File: src/rtl/core/ptc_pkg.sv
// ----------------------------------------------------------------------------
// ptc_pkg: shared definitions for the compensation core
// Register indexes, reset values, the calibration coefficient bundle and the
// request format passed from the front stage through the queue to the back.
// ----------------------------------------------------------------------------
package ptc_pkg;

  localparam int unsigned CfgIdxW  = 3;
  localparam int unsigned CfgDataW = 64;

  localparam logic [CfgIdxW-1:0] RegTempCoeffs   = 3'd0;
  localparam logic [CfgIdxW-1:0] RegPressCoeffsA = 3'd1;
  localparam logic [CfgIdxW-1:0] RegPressCoeffsB = 3'd2;
  localparam logic [CfgIdxW-1:0] RegPressCoeffP9 = 3'd3;
  localparam logic [CfgIdxW-1:0] RegTempOffset   = 3'd4;

  localparam logic signed [10:0] TempOffsetRst = -11'sd300;

  localparam int unsigned QueueDepth = 2;
  localparam int unsigned QueuePtrW  = $clog2(QueueDepth);
  localparam int unsigned QueueCntW  = $clog2(QueueDepth + 1);

  // Unpacked calibration coefficients.
  typedef struct packed {
    logic        [15:0] t1;
    logic signed [15:0] t2;
    logic signed [15:0] t3;
    logic        [15:0] p1;
    logic signed [15:0] p2;
    logic signed [15:0] p3;
    logic signed [15:0] p4;
    logic signed [15:0] p5;
    logic signed [15:0] p6;
    logic signed [15:0] p7;
    logic signed [15:0] p8;
    logic signed [15:0] p9;
    logic signed [10:0] t_off;
  } coef_t;

  // Request as prepared by the front stage.
  typedef struct packed {
    logic signed [17:0] dt_lin;  // (adc_t >> 3) - 2*T1
    logic signed [16:0] dt_sq;   // (adc_t >> 4) - T1
    logic        [20:0] p_raw;   // 2^20 - adc_p
  } item_t;

endpackage

File: src/rtl/core/ptc_front.sv
// ----------------------------------------------------------------------------
// ptc_front: input stage
// Accepts a raw reading pair, forms the temperature differences and the
// inverted pressure reading, and hands the request to the queue.
// ----------------------------------------------------------------------------
module ptc_front (
  input  logic                clk_i,
  input  logic                rst_ni,
  input  logic                in_valid_i,
  output logic                in_stall_o,
  input  logic [19:0]         raw_press_i,
  input  logic [19:0]         raw_temp_i,
  input  logic [15:0]         coef_t1_i,
  input  logic                q_full_i,
  output logic                push_o,
  output ptc_pkg::item_t      item_o
);

  logic           hold_q;
  logic           hold_d;
  logic           accept;
  ptc_pkg::item_t item_q;
  ptc_pkg::item_t item_d;

  assign push_o     = hold_q && !q_full_i;
  assign in_stall_o = hold_q && q_full_i;
  assign accept     = in_valid_i && !in_stall_o;
  assign item_o     = item_q;

  always_comb begin
    item_d.dt_lin = 18'($signed({1'b0, raw_temp_i[19:3]}) - $signed({1'b0, coef_t1_i, 1'b0}));
    item_d.dt_sq  = 17'($signed({1'b0, raw_temp_i[19:4]}) - $signed({1'b0, coef_t1_i}));
    item_d.p_raw  = 21'h100000 - {1'b0, raw_press_i};
  end

  always_comb begin
    hold_d = hold_q;
    if (accept) begin
      hold_d = 1'b1;
    end else if (push_o) begin
      hold_d = 1'b0;
    end
  end

  always_ff @(posedge clk_i or negedge rst_ni) begin
    if (!rst_ni) begin
      hold_q <= 1'b0;
    end else begin
      hold_q <= hold_d;
    end
  end

  always_ff @(posedge clk_i) begin
    if (accept) begin
      item_q <= item_d;
    end
  end

endmodule

File: config.mk
export PLATFORM = sky130hd
export DESIGN_NAME = ptc_front
export DESIGN_NICKNAME = d
export VERILOG_FILES = /design/src/rtl/core/ptc_pkg.sv /design/src/rtl/core/ptc_front.sv
export SDC_FILE = /design/constraint.sdc
export NUM_CORES = 1
export LEC_CHECK = 0
export BUFFER_PORTS_ARGS = -buffer_cell sky130_fd_sc_hd__buf_4
export CELL_PAD_IN_SITES_DETAIL_PLACEMENT = 1
export CELL_PAD_IN_SITES_GLOBAL_PLACEMENT = 2
export CORE_MARGIN = 3
export CORE_UTILIZATION = 30
export DETAILED_ROUTE_END_ITERATION = 8
export PLACE_DENSITY = 0.86
export SYNTH_ARGS = -nofsm -noshare
export SYNTH_HDL_FRONTEND = slang
export SYNTH_SLANG_ARGS = --single-unit
File: constraint.sdc
create_clock -name clk_i -period 5.7 [get_ports clk_i]
set_clock_uncertainty 0.15 [all_clocks]
set_input_delay 0.855 -clock clk_i [delete_from_list [all_inputs] [get_ports clk_i]]
set_output_delay 0.855 -clock clk_i [all_outputs]
set_load 0.005 [all_outputs]
Yosys cells after proc, flatten, opt, wreduce, memory -nomap -nowiden
Cells that the tools add are included.

word-level totals
  register bits = 57
  bits of input ports = 60
  output and inout bits = 58
  word-level logic and storage cells = 15

cells by class
  $add $sub $neg = 3
  muxes and demuxes = 2
  reduce and logical (&&, ||, !) cells = 6

operator list
  kind                    number
  $sub 21x20->21 const A  1
  $sub 17x17->18          1
  $sub 16x16->17          1
  $logic_and 1x1->1       3
  $logic_not 1->1         2
  $mux 1                  2
  $reduce_bool 2->1       1

Logic depth before layout (Yosys ltp)
Gate-level depths: netlist of the first run.

  depth in word-level cells = 4
  depth in mapped cells = 8

Worst setup path after synthesis of the first run
Ideal clock, no wire load.

  path kind = input-to-reg
  start = in q_full_i
  end = reg item_q, in the netlist item_o[0], enable pin
  arrival = 2.779 ns
  path slack = 2.331 ns
  stages on the path = 2
  buffers on the path = 0
  cells stage by stage = and2_1 -> nor2b_1

on the way
  word-level cells in the longest chain between the ends = 3

RTL lines
  what                    line             text
  start: declaration      ptc_front.sv:14  input logic q_full_i,
  $logic_and 1x1->1       ptc_front.sv:26  assign in_stall_o = hold_q && q_full_i;
  $logic_not 1->1         ptc_front.sv:27  assign accept = in_valid_i && !in_stall_o;
  $logic_and 1x1->1       ptc_front.sv:27
  named net accept        ptc_front.sv:21  logic accept;
  end signal: assignment  ptc_front.sv:55  item_q <= item_d;
  end: declaration        ptc_front.sv:22  ptc_pkg::item_t item_q;

The timed path passes the listed nets, and every way through them passes these cells.
A chain may end at the register's enable or synchronous reset.

Worst setup path after layout of the first run
  start = in raw_temp_i[4]
  end = reg item_q, in the netlist item_o[53], data pin

on the way
  word-level cells in the longest chain between the ends = 1

RTL lines
  what                line             text
  start: declaration  ptc_front.sv:12  input logic [19:0] raw_temp_i,
  $sub 17x17->18      ptc_front.sv:31  item_d.dt_lin = 18'($signed({1'b0, raw_temp_i[19:3]}) - $signed({1'b0, coef_t1_i, 1'b0}));

Every way passes these cells.

==> results of run 1 <==
-- worst paths after layout --
kind,end,from
worst max-delay path,item_o[53],raw_temp_i[4]
worst min-delay path,hold_q,rst_ni
worst max register to register,item_o[55],hold_q
worst min register to register,hold_q,hold_q
max in group asynchronous,hold_q,rst_ni
min in group clk_i,hold_q,hold_q
-- worst max-delay path, stage by stage --
cell and delay [ps]:
buf_4 80, inv_1 30, ha_1 220, fa_1 400, nand2b_1 170, a21oi_1 230, o2111ai_1 220, and3_1 210
a211oi_1 160
-- state kept, by name, indices dropped and copies added (netlist names) --
name,flops
hold_q,1
item_o,39
-- power breakdown --
part / leakage [nW] / total (mW) / internal, mW / switching (mW)
Combinational: 1.11 / 0.204 / 0.111 / 0.0931
Clock: 0.0510 / 0.190 / 0.0966 / 0.0935
Sequential: 0.383 / 0.367 / 0.356 / 0.0111
-- per-layer routing --
layer / global-route usage [%] / wire, um / vias to the layer above / share of wire, %
li1: - / - / 1029 / -
met1: 15.53 / 2465 / 932 / 41
met2: 22.57 / 3096 / 63 / 51
met3: 2.071 / 342 / 8 / 5.7
met4: 4.792 / 110 / 0 / 1.8
met5: 0 / 0 / - / 0
-- cells by family after synthesis --
| kind of cell | count (synthesis) |
|---|---|
| AND/OR/NAND/NOR | 74 |
| buffers and inverters | 40 |
| AO/OA/AOI/OAI | 39 |
| flip-flops | 40 |
| XOR/XNOR | 29 |
| adder cells (fa/ha/maj) | 18 |
-- metrics by stage --
stage | total power [mW] | hold WS, ps
global placement | 0.5760 | 481.3
floorplan | 0.4837 | 409.4
CTS | 0.7740 | 168.4
global route | 0.8125 | 158.0
detailed placement | 0.5823 | 482.7
finish | 0.7614 | 181.0
-- placed cells by master (no fill, tap or decap), types with 2 or more instances in the layout --
cell type / instances
clkinv_2: 2
a21oi_1: 16
a211oi_1: 2
nand2b_1: 5
o21a_1: 3
a21boi_0: 2
nor3_1: 6
nand2_1: 18
nor2_1: 18
clkbuf_8: 6
and3_1: 2
inv_1: 22
xor2_1: 11
ha_1: 17
edfxtp_1: 39
o21ai_0: 6
nor2b_1: 5
xnor2_1: 18
buf_4: 114
nand3_1: 5
o211ai_1: 3
-- cell type report --
cell class	instances	area, um^2	area share, %
Sequential cell	40	1196	34.27
Clock buffer	6	82.58	2.366
Clock inverter	2	10.01	0.2867
Multi-Input combinational cell	160	1136	32.54
Timing Repair Buffer	114	855.8	24.52
Inverter	22	82.58	2.366
Tap cell	102	127.6	3.656
==> impl_results.md, run 1 <==
* Status: finished, final reports clean
* Router iterations before antenna repair at 6
* DIE AREA at approximately 9600 um^2
* Synth cell count leaders: 39 x edfxtp_1, 22 x inv_1, 18 x nand2_1, 18 x nor2_1, 18 x xnor2_1
* Crit path max fanout at 3
* Io pins at 118
* Max IR drop VDD at 98.50 uV
* First-pass GRT wire length at between 10000 and 15000 um
* Largest net degree at the start of global routing at 40
* Root buffer cell: clkbuf_8
* Initial DRC count at between 40 and 50
* Mux contribution to synthesized area at 0%
* Clk_lat worst skew at 280 ps
* Final setup TNS at 0 ps
* Syn nets at 318
* DR WL/cell at approximately 13 um
* Layout cells sized above 1 at between 30% and 40%
* Placed Area at 3398 um^2
* Syn Inst Count at 240
* # DRC at 0
* YS warnings at 0
* Top-area cell type share of the netlist area at 46.11%
* CTS tree: yes
* Synth Area in Simple Gates at roughly 16%
* Max cap viols at 0
* Port bufs at 114
* Crit Path Class: in2reg
* XOR/XNOR share of the synthesized area at 10.00%
* Count leader, synth: edfxtp_1
* Core ar. at approximately 8000 um^2
* Reg2Reg Depth at 2
* Rel. slew slack at 28.10%
* P per Cell Area at 218.1 nW/um^2
* Nets at roughly 420
* Final Instance Count excl. Fillers at 446
* Final wirelength at 6014 um
* Synth-to-Final Area Change at 37.44%
* Layout filler cell count at around 900
* Pre-CTS setup slack at 2756 ps
* Compound-Gate Fraction of Synth Area at 9.360%
* RSZ-0062 raised after global routing: false
* Synth area leader: edfxtp_1
* Core Rows at 32
* Placed cell count at around 440
* Grt ovf at 0
* Post-synthesis adder-cell area fraction at 9.163%
* GRT Total Usage at 12.76%
* Final ANT Viol Nets at 0
* Initial antenna violation count at 0
* Post-CTS setup buffer count at 0
* Post-layout util at 43.81%
* WP data arrival at approximately 2600 ps
* Placer Congestion at 0.7139
* CP startpoint kind: primary input
* Initial Utilization at 31.88%
* Netlist cell types at 43
* Post-Syn Area at about 2500 um^2
* Die width at ~98 um
* Minimum clock period at 2612 ps
* Leak at 1.544 nW
* CP required at 5670 ps
* Yosys reg bits at 40
* Vias per std cell at 4.556
* Seq/Total Area, Yosys at a little under half
* F_max at 382.8 MHz
* Max H-tree Level at 2
* Count of final setup violators at 0
* Final Slew Violations at 0
* Resized Gates After CTS at 0
* Clock Tree Buf Depth at 2
* Post-synth EDFFs at 39
* Synth area leaders: edfxtp_1 46%, ha_1 8.4%, xnor2_1 6.2%
* Die height at 98.02 um
* Synth Flop Type: edfxtp_1
* CP Capture Type: flip-flop
* Ys async rst share at 2.500%
* Clk slew on worst S/H paths at approximately 70 ps
* Final hold viol count at 0
* Worst Hold Class: in2async
* Number of diodes at 0
* Worst-margin pin slew at 1076 ps
* Vias in the first global route at 2088
* Crit share post-route at 45.83%
* Worst R2R Setup Slack at 3740 ps
* Post-Syn Area per Cell at 10.58 um^2
* Largest family of logic cells by synthesized area: simple AND/OR/NAND/NOR gates
* DP HPWL at 5081 um
* Setup WS post-layout at around 3000 ps
* Clock sinks at 40
* Final instance area at 3491 um^2
* Via count at between 2000 and 2500
* Total CTS buffers at 5
* Quantity of hold-fixing buffers added after cts at 0
Power figures use the tool's default switching activity.
==> run 2, diff against run 1 <==
CORE_UTILIZATION = 25   (was 30)
PLACE_DENSITY = 0.76   (was 0.86)
clock period = 2.15 ns   (was 5.7 ns; I/O delays follow)
==> run 2 against run 1 <==
Core utilization decreased by 6.5 points. Flip-flop and latch count did not move. Worst setup slack got worse by 3000 ps. Sequential power grew to 2.7 times the previous value. First-iteration DRC count rose by 52%. Total power increased to 2.8 times the previous value. Die area rose by 19%. Hold slack worse by 120 ps. Cell count rose by 10%. Sequential share of layout area is 1.6 points lower. Non-clock buffer count increased by 14. Largest cell class unchanged. Largest power group unchanged. Highest routed layer unchanged.
==> impl_results.md, run 2 (same netlist as run 1, synthesis figures left out) <==
* Commonest non-fill, non-tap cell in the layout: buf_4
* Port bufs at 114
* GRT Total Usage at 11.28%
* Fin Hold WS at around 64 ps
* Post-layout util at 37.30%
* Reg2Reg Depth at 3
* Clk slew on worst S/H paths at 80 ps
* Router iterations before antenna repair at 4
* Max H-tree Level at 2
* Crit share post-route at 94.88%
* Clock sinks at 40
* DIE AREA at 11410 um^2
* Reg2reg end: item_o[45]
* Max reg flops at 39
* Total CTS buffers at 5
* Worst Setup SP: raw_temp_i[4]
* Rel. slew slack at 73.09%
* Core Rows at 36
* Worst hold endpoint: item_o[38]
* Minimum clock period at 2040 ps
* DP HPWL at 5595 um
* Vias in the first global route at 2230
* Clk_lat worst skew at 290 ps
* WP data arrival at about 1900 ps
* Crit path max fanout at 2
* Synth-to-Final Area Change at 44.19%
* Grt ovf at 0
* P per Cell Area at about 600 nW/um^2
* Most frequent cells in the layout: 127 x buf_4, 39 x edfxtp_1, 22 x inv_1
* Leak at 1.615 nW
* Clock Tree Buf Depth at 2
* Max cap viols at 0
* # DRC at 0
* DR WL/cell at ~13 um
* Number of diodes at 0
* Count of final setup violators at 0
* Worst R2R Setup Slack at 720 ps
* Worst Hold Class: in2reg
* Post-CTS setup buffer count at 0
* Initial antenna violation count at 0
* Final wirelength at 6466 um
* Layout cells sized above 1 at 40.22%
* Crit Path Class: in2reg
* First-pass GRT wire length at 10520 um
* F_max at 490.2 MHz
* Final ANT Viol Nets at 0
* Final Slew Violations at 0
* Root buffer cell: clkbuf_8
* Nets at ~440
* CTS tree: yes
* Critical R2R Launch: hold_q
* Hold depth at 1
* Die width at 106.8 um
* CP Capture Type: flip-flop
* Final hold viol count at 0
* CP startpoint kind: primary input
* Max IR drop VDD at 225.0 uV
* Core ar. at 9819 um^2
* Vias per std cell at 4.210
* Largest net degree at the start of global routing at 21
* Die height at approximately 110 um
* Initial Utilization at 25.87%
* Via count at 2067
* CP required at 2030 ps
* Initial DRC count at 64
* HP Start: raw_temp_i[3]
* Final setup TNS at 0 ps
* Status: finished, final reports clean
* Io pins at 118
* Tot Pwr at ~2.1 mW
* Placer Congestion at about 0.76
* Worst-margin pin slew at ~400 ps
==> run 2: changes by cell type in the layout (fill, tap and decap cells not counted), sizes merged <==
cell	previous run	this run
clkinv	2	1
buf	114	127
dlygate4sd3	0	1
bufinv	0	1
==> run 2: worst max-delay path: stages <==
cell and delay, ps:
buf_4 80, inv_1 30, ha_1 200, fa_1 390, nand2b_1 190, a21oi_2 180, buf_4 140, nor2_1 50
o21ai_0 240, xnor2_1 110
==> run 2: how the worst max path moves through the flow <==
stage	end	slack, ps	cells after the start
final	item_o[47]	110	10
after global routing	item_o[47]	-8	10
after CTS	item_o[53]	80	9
after detailed placement	item_o[53]	-210	9
after global placement	item_o[53]	-180	9
after floorplan	item_o[0]	10	2
==> run 2: cell type report <==
class | instances | area, um^2
Fill cell | 1154 | 6157
Clock buffer | 6 | 72.57
Multi-Input combinational cell | 160 | 1146
Sequential cell | 40 | 1196
Inverter | 22 | 82.58
Clock inverter | 2 | 35.03
Timing Repair Buffer | 128 | 963.4
Tap cell | 133 | 166.4
==> run 2: timing repair <==
item | CTS | global route
hold buffers | 1 | 0
resized for setup | 0 | 2
endpoints found under the hold margin | 1 | 0
endpoints found under the setup margin | 0 | 4
==> run 2: through the flow <==
stage	cell area [um^2]	worst slack, ps	instances
after global routing	3662	-8.404	491
final	3662	110.1	491
after CTS	3652	84.67	491
after detailed placement	3535	-213.0	482
after floorplan	2542	10.28	240
after global placement	3535	-183.9	482
==> run 2: power by group <==
| part | switching (mW) | total [mW] | internal [mW] |
|---|---|---|---|
| clock network | 0.254 | 0.599 | 0.344 |
| registers | 0.0297 | 0.974 | 0.944 |
| logic | 0.259 | 0.575 | 0.316 |
==> run 2: per-layer routing <==
metal / part of all wire [%] / vias to the layer above / global-route usage, %
met4: 1.5 / 0 / 4.018
li1: - / 1051 / -
met2: 53 / 59 / 21.36
met1: 40 / 950 / 12.66
met3: 5.5 / 7 / 1.806
met5: 0 / - / 0
