### src/rtl/core/ptc_pkg.sv
// ----------------------------------------------------------------------------
// ptc_pkg: shared definitions for the compensation core
// Register indexes, reset values, the calibration coefficient bundle and the
// request format passed from the front stage through the queue to the back.
// ----------------------------------------------------------------------------
package ptc_pkg;

  localparam int unsigned CfgIdxW  = 3;
  localparam int unsigned CfgDataW = 64;

  localparam logic [CfgIdxW-1:0] RegTempCoeffs   = 3'd0;
  localparam logic [CfgIdxW-1:0] RegPressCoeffsA = 3'd1;
  localparam logic [CfgIdxW-1:0] RegPressCoeffsB = 3'd2;
  localparam logic [CfgIdxW-1:0] RegPressCoeffP9 = 3'd3;
  localparam logic [CfgIdxW-1:0] RegTempOffset   = 3'd4;

  localparam logic signed [10:0] TempOffsetRst = -11'sd300;

  localparam int unsigned QueueDepth = 2;
  localparam int unsigned QueuePtrW  = $clog2(QueueDepth);
  localparam int unsigned QueueCntW  = $clog2(QueueDepth + 1);

  // Unpacked calibration coefficients.
  typedef struct packed {
    logic        [15:0] t1;
    logic signed [15:0] t2;
    logic signed [15:0] t3;
    logic        [15:0] p1;
    logic signed [15:0] p2;
    logic signed [15:0] p3;
    logic signed [15:0] p4;
    logic signed [15:0] p5;
    logic signed [15:0] p6;
    logic signed [15:0] p7;
    logic signed [15:0] p8;
    logic signed [15:0] p9;
    logic signed [10:0] t_off;
  } coef_t;

  // Request as prepared by the front stage.
  typedef struct packed {
    logic signed [17:0] dt_lin;  // (adc_t >> 3) - 2*T1
    logic signed [16:0] dt_sq;   // (adc_t >> 4) - T1
    logic        [20:0] p_raw;   // 2^20 - adc_p
  } item_t;

endpackage

### src/rtl/core/ptc_queue.sv
// ----------------------------------------------------------------------------
// ptc_queue: short request queue
// Two-entry FIFO that decouples the front stage from the back pipeline.
// ----------------------------------------------------------------------------
module ptc_queue (
  input  logic           clk_i,
  input  logic           rst_ni,
  input  logic           push_i,
  input  ptc_pkg::item_t item_i,
  output logic           full_o,
  input  logic           pop_i,
  output logic           empty_o,
  output ptc_pkg::item_t item_o
);

  ptc_pkg::item_t                    mem_q [ptc_pkg::QueueDepth];
  logic [ptc_pkg::QueuePtrW-1:0]     wr_q;
  logic [ptc_pkg::QueuePtrW-1:0]     wr_d;
  logic [ptc_pkg::QueuePtrW-1:0]     rd_q;
  logic [ptc_pkg::QueuePtrW-1:0]     rd_d;
  logic [ptc_pkg::QueueCntW-1:0]     cnt_q;
  logic [ptc_pkg::QueueCntW-1:0]     cnt_d;

  assign full_o  = (cnt_q == ptc_pkg::QueueCntW'(ptc_pkg::QueueDepth));
  assign empty_o = (cnt_q == '0);
  assign item_o  = mem_q[rd_q];

  always_comb begin
    wr_d  = wr_q;
    rd_d  = rd_q;
    cnt_d = cnt_q;
    if (push_i) begin
      wr_d = (wr_q == ptc_pkg::QueuePtrW'(ptc_pkg::QueueDepth - 1)) ? '0 : wr_q + 1'b1;
    end
    if (pop_i) begin
      rd_d = (rd_q == ptc_pkg::QueuePtrW'(ptc_pkg::QueueDepth - 1)) ? '0 : rd_q + 1'b1;
    end
    if (push_i && !pop_i) begin
      cnt_d = cnt_q + 1'b1;
    end else if (pop_i && !push_i) begin
      cnt_d = cnt_q - 1'b1;
    end
  end

  always_ff @(posedge clk_i or negedge rst_ni) begin
    if (!rst_ni) begin
      wr_q  <= '0;
      rd_q  <= '0;
      cnt_q <= '0;
    end else begin
      wr_q  <= wr_d;
      rd_q  <= rd_d;
      cnt_q <= cnt_d;
    end
  end

  always_ff @(posedge clk_i) begin
    if (push_i) begin
      mem_q[wr_q] <= item_i;
    end
  end

endmodule

### config.mk
export PLATFORM = sky130hd
export DESIGN_NAME = ptc_queue
export DESIGN_NICKNAME = d
export VERILOG_FILES = /design/src/rtl/core/ptc_pkg.sv /design/src/rtl/core/ptc_queue.sv
export SDC_FILE = /design/constraint.sdc
export NUM_CORES = 1
export LEC_CHECK = 0
export ABC_AREA = 1
export BUFFER_PORTS_ARGS = -buffer_cell sky130_fd_sc_hd__buf_2
export CAP_MARGIN = 20
export CORE_UTILIZATION = 36
export DETAILED_ROUTE_END_ITERATION = 7
export PLACE_DENSITY = 0.57
export SLEW_MARGIN = 20
export SYNTH_ARGS = -nofsm -noshare
export SYNTH_HDL_FRONTEND = slang
export SYNTH_SLANG_ARGS = --single-unit
export TNS_END_PERCENT = 50
### constraint.sdc
create_clock -name clk_i -period 4.7 [get_ports clk_i]
set_clock_uncertainty 0.1 [all_clocks]
set_input_delay 0.47 -clock clk_i [delete_from_list [all_inputs] [get_ports clk_i]]
set_output_delay 0.47 -clock clk_i [all_outputs]
set_load 0.02 [all_outputs]
# == Yosys cells after proc, flatten, opt, wreduce, memory -nomap -nowiden ==
# Memory sizes are Yosys's and may differ from the RTL's.
# Index checks and enable logic that the tools add are counted.
# Widths: inputs -> output; s select.
# op_classes
shifts,0
add_sub_neg,4
order_cmp,0
eq_ne,1
n_mux,6
n_reduce_logical,6
n_mul,0
bitwise,0
div_mod_pow,0
# ops
op,count
$mux 1,4
$mux 2,2
$add 1x1->1 const B,2
$add 2x1->2 const B,1
$eq 2x2->1 const B,1
$logic_and 1x1->1,2
$logic_not 1->1,2
$logic_not 2->1,1
$reduce_bool 2->1,1
$sub 2x1->2 const B,1
# totals
ramBits,112
rom_bits,0
memories,1
output_inout_bits,58
regBits,4
latch_bits,0
# mem_list
name,words,width,rd,rd_ports_with_merged_regs,wr,line_no,rtl
mem_q,2,56,1,0,1,ptc_queue.sv:16,ptc_pkg::item_t mem_q [ptc_pkg::QueueDepth];

# == Depth between registers and ports, before layout ==
# Gate-level depths: netlist (run 1).
# logic_depth
ltp_word,4
depth_mapped,7

# == Least setup slack after synthesis (run 1) ==
# Ideal clock, no wire load.
# synth_timing
kind,input to register
from,input push_i
to,"memory mem_q[0][0] in the netlist's numbering, enable pin"
setup_time_ps,471
path_slack_ps,1268
required_time_ps,4129
path_stages,2
path_buffers,0
arrival_ps,2860
cell_sequence,inv_1 nor2_1
# synth_via
elab_chain_len,2
# synth_rtl
element,line_no,rtl
"start, declared",ptc_queue.sv:8,"input logic push_i,"
$mux 1,ptc_queue.sv:58,if (push_i) begin
$mux 1 (implied by the code),ptc_queue.sv:59,mem_q[wr_q] <= item_i;
"end, declared",ptc_queue.sv:16,
# Every way passes these cells.

==> flow_results.xml, run 1 <==
<?xml version="1.0" encoding="UTF-8"?>
<metrics>
  <group name="sta">
    <metric name="maxSlewViolCount" unit="">0</metric>
    <metric name="timing.final.crit_share" unit="%">56.1</metric>
    <metric name="timing.final.hold_violations" unit="">0</metric>
    <metric name="fin_setup_tns" unit="ns">0</metric>
    <metric name="setup_viol" unit="">0</metric>
    <metric name="timing.fmax" unit="MHz">379</metric>
    <metric name="period_minus_slack" unit="ns">2.64</metric>
    <metric name="worst_slew_margin_rel" unit="%">36.4</metric>
    <metric name="grt_setup_unrepaired" unit="">false</metric>
    <metric name="slew_of_the_pin_with_the_lowest_slew_margin" unit="ns">0.954</metric>
  </group>
  <group name="pwr">
    <metric name="powerDensity" unit="mW/mm²">671</metric>
    <metric name="worst_ir_drop_vdd" unit="µV">435</metric>
    <metric name="total_leakage_power" unit="nW">2.30</metric>
  </group>
  <group name="critical_path">
    <metric name="crit_required" unit="ns">4.13</metric>
    <metric name="cpMaxStageDelayCell" unit="">dfrtp_4</metric>
    <metric name="worst_setup_path_start_kind" unit="">register</metric>
    <metric name="crit_type" unit="">reg2out</metric>
    <metric name="worstPathCellList" unit="">mux2_2 -&gt; buf_2</metric>
    <metric name="critical_path_buf_inv_count" unit="">1</metric>
    <metric name="max_fanout_on_critical_path" unit="">57</metric>
    <metric name="crit_family" unit="">flip-flops</metric>
    <metric name="timing.critical_path.to_type" unit="">primary output</metric>
    <metric name="crit_arrival" unit="ns">2.07</metric>
    <metric name="timing.critical_path.slowest_cell_delay" unit="ns">1.06</metric>
  </group>
  <group name="synth">
    <metric name="ys_top_cells_by_area" unit="">edfxtp_1 (77%), mux2_4 (10%), mux2_2 (6.7%), dfrtp_1 (2.3%), buf_6 (1.0%)</metric>
    <metric name="yosys_warnings" unit="">0</metric>
    <metric name="synth.lib_cells_used.distinct" unit="">14</metric>
    <metric name="netlist_area" unit="mm²">0.00437</metric>
    <metric name="sequential_to_total_area_share_from_yosys_stat" unit="%">79.3</metric>
    <metric name="postSynthCellCount" unit="">199</metric>
    <metric name="synth.avg_cell_area" unit="µm²">21.9</metric>
    <metric name="synthesis.nets" unit="">260</metric>
    <metric name="synth_top_cell_area_share" unit="%">77.0</metric>
    <metric name="synth.largest_area_cell" unit="">edfxtp_1</metric>
    <metric name="postSynthRegisterBits" unit="">116</metric>
  </group>
  <group name="detailed_routing">
    <metric name="route.antenna.remaining_nets" unit="">0</metric>
    <metric name="firstDrtPassIters" unit="">6</metric>
    <metric name="routedWlPerCell" unit="µm">14.7</metric>
    <metric name="drc" unit="">9</metric>
    <metric name="drt_first_iter_violations" unit="">79</metric>
    <metric name="totalWireLength" unit="mm">7.20</metric>
    <metric name="route.detailed.vias_per_inst" unit="">4.44</metric>
    <metric name="num_vias" unit="">2173</metric>
  </group>
  <group name="grt">
    <metric name="wire_length_of_the_first_global_routing_pass" unit="mm">11.2</metric>
    <metric name="initial_antenna_violation_count" unit="">0</metric>
    <metric name="grt_util_all_layers" unit="%">12.3</metric>
    <metric name="grt_overflow_total" unit="">0</metric>
    <metric name="grt_pass1_vias" unit="">2260</metric>
    <metric name="largest_net_degree_at_the_start_of_global_routing" unit="">58</metric>
  </group>
  <group name="floorplan">
    <metric name="ios" unit="">118</metric>
    <metric name="die_width" unit="µm">112</metric>
    <metric name="placeableCoreArea" unit="mm²">0.0116</metric>
    <metric name="die-area" unit="mm²">0.0126</metric>
    <metric name="initial_core_util" unit="%">37.6</metric>
    <metric name="core.rowCount" unit="">39</metric>
    <metric name="die_height" unit="µm">112</metric>
  </group>
  <group name="outcome">
    <metric name="run_status" unit="">finished with violations</metric>
    <metric name="violated_checks" unit="">design-rule violations</metric>
  </group>
  <group name="layout">
    <metric name="fill_cells" unit="">1017</metric>
    <metric name="multi_input_area" unit="µm²">831</metric>
    <metric name="most_used_cells_in_the_layout_excluding_fill_and_tap_cells" unit="">buf_2 (117), edfxtp_1 (112), mux2_4 (30)</metric>
    <metric name="final_area" unit="mm²">0.00574</metric>
    <metric name="area_delta_synth_final" unit="%">31.4</metric>
    <metric name="mostFrequentLayoutCell" unit="">buf_2</metric>
    <metric name="fin_nets" unit="">394</metric>
    <metric name="post_route_cells_drive_above_1_share" unit="%">59.5</metric>
    <metric name="number_of_diodes" unit="">0</metric>
    <metric name="ff_latch_area" unit="mm²">0.00347</metric>
  </group>
  <group name="cts">
    <metric name="cts.repair.resized" unit="">0</metric>
    <metric name="cts_buffer_depth" unit="">2</metric>
    <metric name="tritoncts" unit="">yes</metric>
    <metric name="clkTransAtPathRegs" unit="ns">0.05</metric>
    <metric name="cts-root-buf" unit="">clkbuf_16</metric>
    <metric name="tritoncts.num_buffers" unit="">17</metric>
    <metric name="clock_insertion_delay_worst_skew" unit="ns">0.39</metric>
    <metric name="ctsHtreeMaxLevel" unit="">4</metric>
    <metric name="cts_sinks" unit="">116</metric>
  </group>
  <group name="placed_design">
    <metric name="io_buffer_count" unit="">117</metric>
    <metric name="place_congestion" unit="">0.644</metric>
    <metric name="detailed_place_hpwl" unit="mm">4.53</metric>
    <metric name="placed_cell_area" unit="mm²">0.00510</metric>
  </group>
  <group name="worst_hold_path">
    <metric name="worst_min_delay_path_class" unit="">in2reg</metric>
  </group>
  <group name="job">
    <metric name="reported_max_cap_violation_count" unit="">0</metric>
  </group>
</metrics>
-- cell families after synthesis --
group / count (synthesis) / synth area share (%)
buffers and inverters: 13 / 1.86
AND/OR/NAND/NOR: 10 / 0.945
XOR/XNOR: 3 / 0.602
flip-flops: 116 / 79.3
multiplexers: 56 / 17.0
adder cells (fa/ha/maj): 1 / 0.286
-- worst paths after layout --
kind                       startpoint            to  depth (start not counted)  slack [ns]
setup / recovery                 rd_q    item_o[36]                          2        2.06
hold / removal             item_i[33]  mem_q[0][33]                          1        0.16
setup reg to reg                 wr_q  mem_q[1][35]                          3        2.76
hold reg to reg              cnt_q[1]      cnt_q[1]                          2        0.41
max in group asynchronous      rst_ni          rd_q                          2        4.06
min in group asynchronous      rst_ni          rd_q                          2        0.30
-- registers in the layout, summed over array words and instances, names as in the netlist --
| register | cells |
|---|---|
| cnt_q | 2 |
| rd_q | 1 |
| mem_q | 112 |
| wr_q | 1 |
-- power by group --
group          internal, mW  total [mW]  switching (mW)
combinational         0.485        1.02           0.537
sequential             1.38        1.55           0.170
clock                 0.874        1.28           0.409
-- through the flow --
step           setup WS [ns]  total power, mW  hold slack (ns)  utilization, %  cells
5_1_grt                 1.95             4.03            0.134            49.4    489
6_report                2.06             3.85            0.162            49.4    489
3_5_place_dp            2.26             2.61            0.183            43.9    455
3_3_place_gp            2.29             2.59            0.180            43.9    455
4_1_cts                 2.00             3.90            0.141            49.2    488
2_1_floorplan           1.27             2.30           0.0744               -    199
-- worst register-to-register path, stage by stage, from the launching register on --
cell     delay, ns
dfrtp_1       0.41
nand2_1       0.08
inv_2         0.53
buf_4         0.47
-- Yosys cell counts (all sizes together) --
library cell,n
buf,6
dfrtp,4
edfxtp,112
ha,1
inv,7
mux2,56
nand2,5
nand3,1
nand4,1
nor2,3
xnor2,1
xor2,2
-- metal layers --
layer | vias up | share of wire [%] | track usage (%)
met5 | - | 0 | 0
met4 | 0 | 1.2 | 5.60
met3 | 9 | 10 | 7.18
met2 | 79 | 47 | 18.9
met1 | 1044 | 42 | 13.7
li1 | 1041 | - | -
-- final cells by class --
class                   count  area share (%)
repair buffers            121            11.1
multi-input cells          70            14.5
clock buffers              19            7.54
well taps                 143            3.12
inverters                   7           0.458
clock inverters            13            2.86
flip-flops and latches    116            60.4
-- what timing repair did --
item                                   CTS  global route
setup buffers                            0             0
hold buffers                             1             0
endpoints found under the hold margin    4             0
(Power assumes the default switching activity.)
==> run 2, diff against run 1 <==
PLACE_DENSITY = 0.6   (was 0.57)
clock period = 2.3 ns   (was 4.7 ns; I/O delays follow)
==> run 2 against run 1 <==
Net effect:
- the run still ends with design-rule violations left
- design area increased by 11%
- wire length rose by 13%
- register-to-register slack lost 2.0 ns
- power is 110% higher
- first-iteration DRC count grew 14%
- clock power up 110%
- sequential share of layout area decreased by 6.0 points
- die area unchanged
- core utilization grew 5.4 points
- flip-flop and latch count did not move
- count of clock-buffer cells in the layout fell by 1
- critical path depth rose by 1
- largest cell class unchanged
==> flow_results.xml, run 2 (synthesis gave the netlist of run 1 again) <==
<?xml version="1.0" encoding="UTF-8"?>
<metrics>
  <group name="grt">
    <metric name="grt_overflow_total" unit="">0</metric>
    <metric name="grt_util_all_layers" unit="%">13.8</metric>
    <metric name="wire_length_of_the_first_global_routing_pass" unit="mm">12.8</metric>
    <metric name="grt_pass1_vias" unit="">2583</metric>
    <metric name="largest_net_degree_at_the_start_of_global_routing" unit="">57</metric>
    <metric name="initial_antenna_violation_count" unit="">0</metric>
  </group>
  <group name="detailed_routing">
    <metric name="drt_first_iter_violations" unit="">90</metric>
    <metric name="num_vias" unit="">2452</metric>
    <metric name="firstDrtPassIters" unit="">7</metric>
    <metric name="route.antenna.remaining_nets" unit="">0</metric>
    <metric name="totalWireLength" unit="mm">8.12</metric>
    <metric name="route.detailed.vias_per_inst" unit="">4.48</metric>
    <metric name="drc" unit="">8</metric>
    <metric name="routedWlPerCell" unit="µm">14.8</metric>
  </group>
  <group name="cts">
    <metric name="cts-root-buf" unit="">clkbuf_16</metric>
    <metric name="cts_hold_repair.buffers" unit="">59</metric>
    <metric name="cts_buffer_depth" unit="">2</metric>
    <metric name="cts_sinks" unit="">116</metric>
    <metric name="ctsHtreeMaxLevel" unit="">4</metric>
    <metric name="cts.repair.resized" unit="">0</metric>
    <metric name="clock_insertion_delay_worst_skew" unit="ns">0.40</metric>
    <metric name="tritoncts" unit="">yes</metric>
    <metric name="clkTransAtPathRegs" unit="ns">0.05</metric>
    <metric name="post_cts.repair.setup_buffers" unit="">0</metric>
    <metric name="tritoncts.num_buffers" unit="">17</metric>
  </group>
  <group name="critical_path">
    <metric name="timing.critical_path.slowest_cell_delay" unit="ns">0.61</metric>
    <metric name="critical_path_buf_inv_count" unit="">2</metric>
    <metric name="worst_setup_path_start_kind" unit="">register</metric>
    <metric name="rr_startpoint" unit="">wr_q</metric>
    <metric name="rr_worst_depth" unit="">3</metric>
    <metric name="crit_type" unit="">reg2out</metric>
    <metric name="max_fanout_on_critical_path" unit="">20</metric>
    <metric name="cpMaxStageDelayCell" unit="">dfrtp_4</metric>
    <metric name="timing.critical_path.to_type" unit="">primary output</metric>
    <metric name="r2r_slack" unit="ns">0.75</metric>
    <metric name="reg2reg_to" unit="">mem_q[1][9]</metric>
    <metric name="crit_family" unit="">flip-flops</metric>
    <metric name="worstSetupPathDepth" unit="">3</metric>
    <metric name="crit_arrival" unit="ns">1.83</metric>
    <metric name="worstPathCellList" unit="">buf_4 -&gt; mux2_2 -&gt; buf_2</metric>
    <metric name="worstSetupStartpoint" unit="">rd_q</metric>
    <metric name="crit_required" unit="ns">1.97</metric>
    <metric name="worst_setup_path_endpoint" unit="">item_o[29]</metric>
  </group>
  <group name="sta">
    <metric name="layout_setup_ws" unit="ns">0.138</metric>
    <metric name="fin_setup_tns" unit="ns">0</metric>
    <metric name="maxSlewViolCount" unit="">0</metric>
    <metric name="timing.final.hold_violations" unit="">0</metric>
    <metric name="grt_setup_unrepaired" unit="">false</metric>
    <metric name="timing.final.crit_share" unit="%">94.0</metric>
    <metric name="period_minus_slack" unit="ns">2.16</metric>
    <metric name="worst_slew_margin_rel" unit="%">73.8</metric>
    <metric name="setup_viol" unit="">0</metric>
    <metric name="slew_of_the_pin_with_the_lowest_slew_margin" unit="ns">0.393</metric>
    <metric name="timing.fmax" unit="MHz">463</metric>
  </group>
  <group name="floorplan">
    <metric name="die-area" unit="mm²">0.0126</metric>
    <metric name="placeableCoreArea" unit="mm²">0.0116</metric>
    <metric name="initial_core_util" unit="%">37.6</metric>
    <metric name="die_height" unit="µm">112</metric>
    <metric name="ios" unit="">118</metric>
    <metric name="core.rowCount" unit="">39</metric>
    <metric name="die_width" unit="µm">112</metric>
  </group>
  <group name="placed_design">
    <metric name="worst_setup_timing_slack_at_the_placement_stage" unit="ns">0.534</metric>
    <metric name="place_congestion" unit="">0.661</metric>
    <metric name="detailed_place_hpwl" unit="mm">4.78</metric>
    <metric name="io_buffer_count" unit="">117</metric>
  </group>
  <group name="pwr">
    <metric name="total_leakage_power" unit="nW">2.56</metric>
    <metric name="p_sw" unit="mW">2.34</metric>
    <metric name="power.share.clock" unit="%">33.7</metric>
    <metric name="powerDensity" unit="mW/mm²">1280</metric>
    <metric name="p_sw_share" unit="%">28.8</metric>
    <metric name="power.combinational.fraction" unit="%">29.4</metric>
    <metric name="power.sequential.fraction" unit="%">36.9</metric>
    <metric name="p_int" unit="mW">5.79</metric>
    <metric name="worst_ir_drop_vdd" unit="µV">715</metric>
  </group>
  <group name="outcome">
    <metric name="run_status" unit="">finished with violations</metric>
    <metric name="violated_checks" unit="">design-rule violations</metric>
  </group>
  <group name="layout">
    <metric name="area_delta_synth_final" unit="%">45.7</metric>
    <metric name="mostFrequentLayoutCell" unit="">buf_2</metric>
    <metric name="number_of_diodes" unit="">0</metric>
    <metric name="post_route_cells_drive_above_1_share" unit="%">51.2</metric>
    <metric name="largest_registers" unit="">mem_q (112), cnt_q (2)</metric>
    <metric name="largest_reg_flops" unit="">112</metric>
    <metric name="fill_cells" unit="">951</metric>
    <metric name="most_used_cells_in_the_layout_excluding_fill_and_tap_cells" unit="">buf_2 (117), edfxtp_1 (112), dlygate4sd3_1 (59)</metric>
    <metric name="fin_nets" unit="">453</metric>
    <metric name="largest-register" unit="">mem_q</metric>
  </group>
  <group name="worst_hold_path">
    <metric name="worst_min_delay_path_class" unit="">in2async</metric>
  </group>
  <group name="job">
    <metric name="reported_max_cap_violation_count" unit="">0</metric>
  </group>
</metrics>
run 2: cell count changes in the layout (fill, tap and decap cells not counted), sizes merged:
cell	before	now
buf	120	121
clkinv	8	7
dlygate4sd3	1	59
bufinv	4	5
clkbuf	19	18
run 2: worst min path at each step:
stage | start | endpoint | cells past startpoint
after floorplan | rst_ni | cnt_q[0] | 0
after global placement | rst_ni | cnt_q[1] | 1
after detailed placement | rst_ni | cnt_q[1] | 1
after CTS | rst_ni | rd_q | 2
after global routing | rst_ni | cnt_q[1] | 2
final | rst_ni | cnt_q[1] | 2
run 2: cell type report:
cell class,instances,area (µm²),area share (%)
repair buffers,180,1240,19.5
multi-input cells,70,831,13.1
inverters,7,26.3,0.413
well taps,143,179,2.81
clock inverters,13,189,2.97
clock buffers,18,429,6.74
flip-flops and latches,116,3470,54.5
run 2: per-layer routing:
metal | up-vias | GRT usage, % | part of all wire (%)
li1 | 1164 | - | -
met1 | 1197 | 15.9 | 43
met2 | 81 | 22.8 | 50
met3 | 10 | 5.56 | 5.7
met4 | 0 | 5.87 | 1.3
met5 | - | 0 | 0
run 2: power by group through the flow:
stage               combinational (mW)  sequential, mW  clock (mW)
finish                            2.39            3.00        2.74
global route                      2.54            3.04        2.90
CTS                               2.43            3.00        2.81
detailed placement                2.35            3.04           0
global placement                  2.33            3.03           0
floorplan                         1.74            2.95           0
run 2: stage by stage:
| step | hold WS [ns] | power [mW] | instance area, µm² | util [%] | instances |
|---|---|---|---|---|---|
| floorplan | -0.166 | 4.69 | 4380 | - | 199 |
| global placement | -0.0596 | 5.36 | 5160 | 44.4 | 457 |
| detailed placement | -0.0575 | 5.39 | 5160 | 44.4 | 457 |
| CTS | 0.0432 | 8.25 | 6360 | 54.8 | 547 |
| global route | 0.0539 | 8.48 | 6360 | 54.8 | 547 |
| finish | 0.0642 | 8.13 | 6360 | 54.8 | 547 |
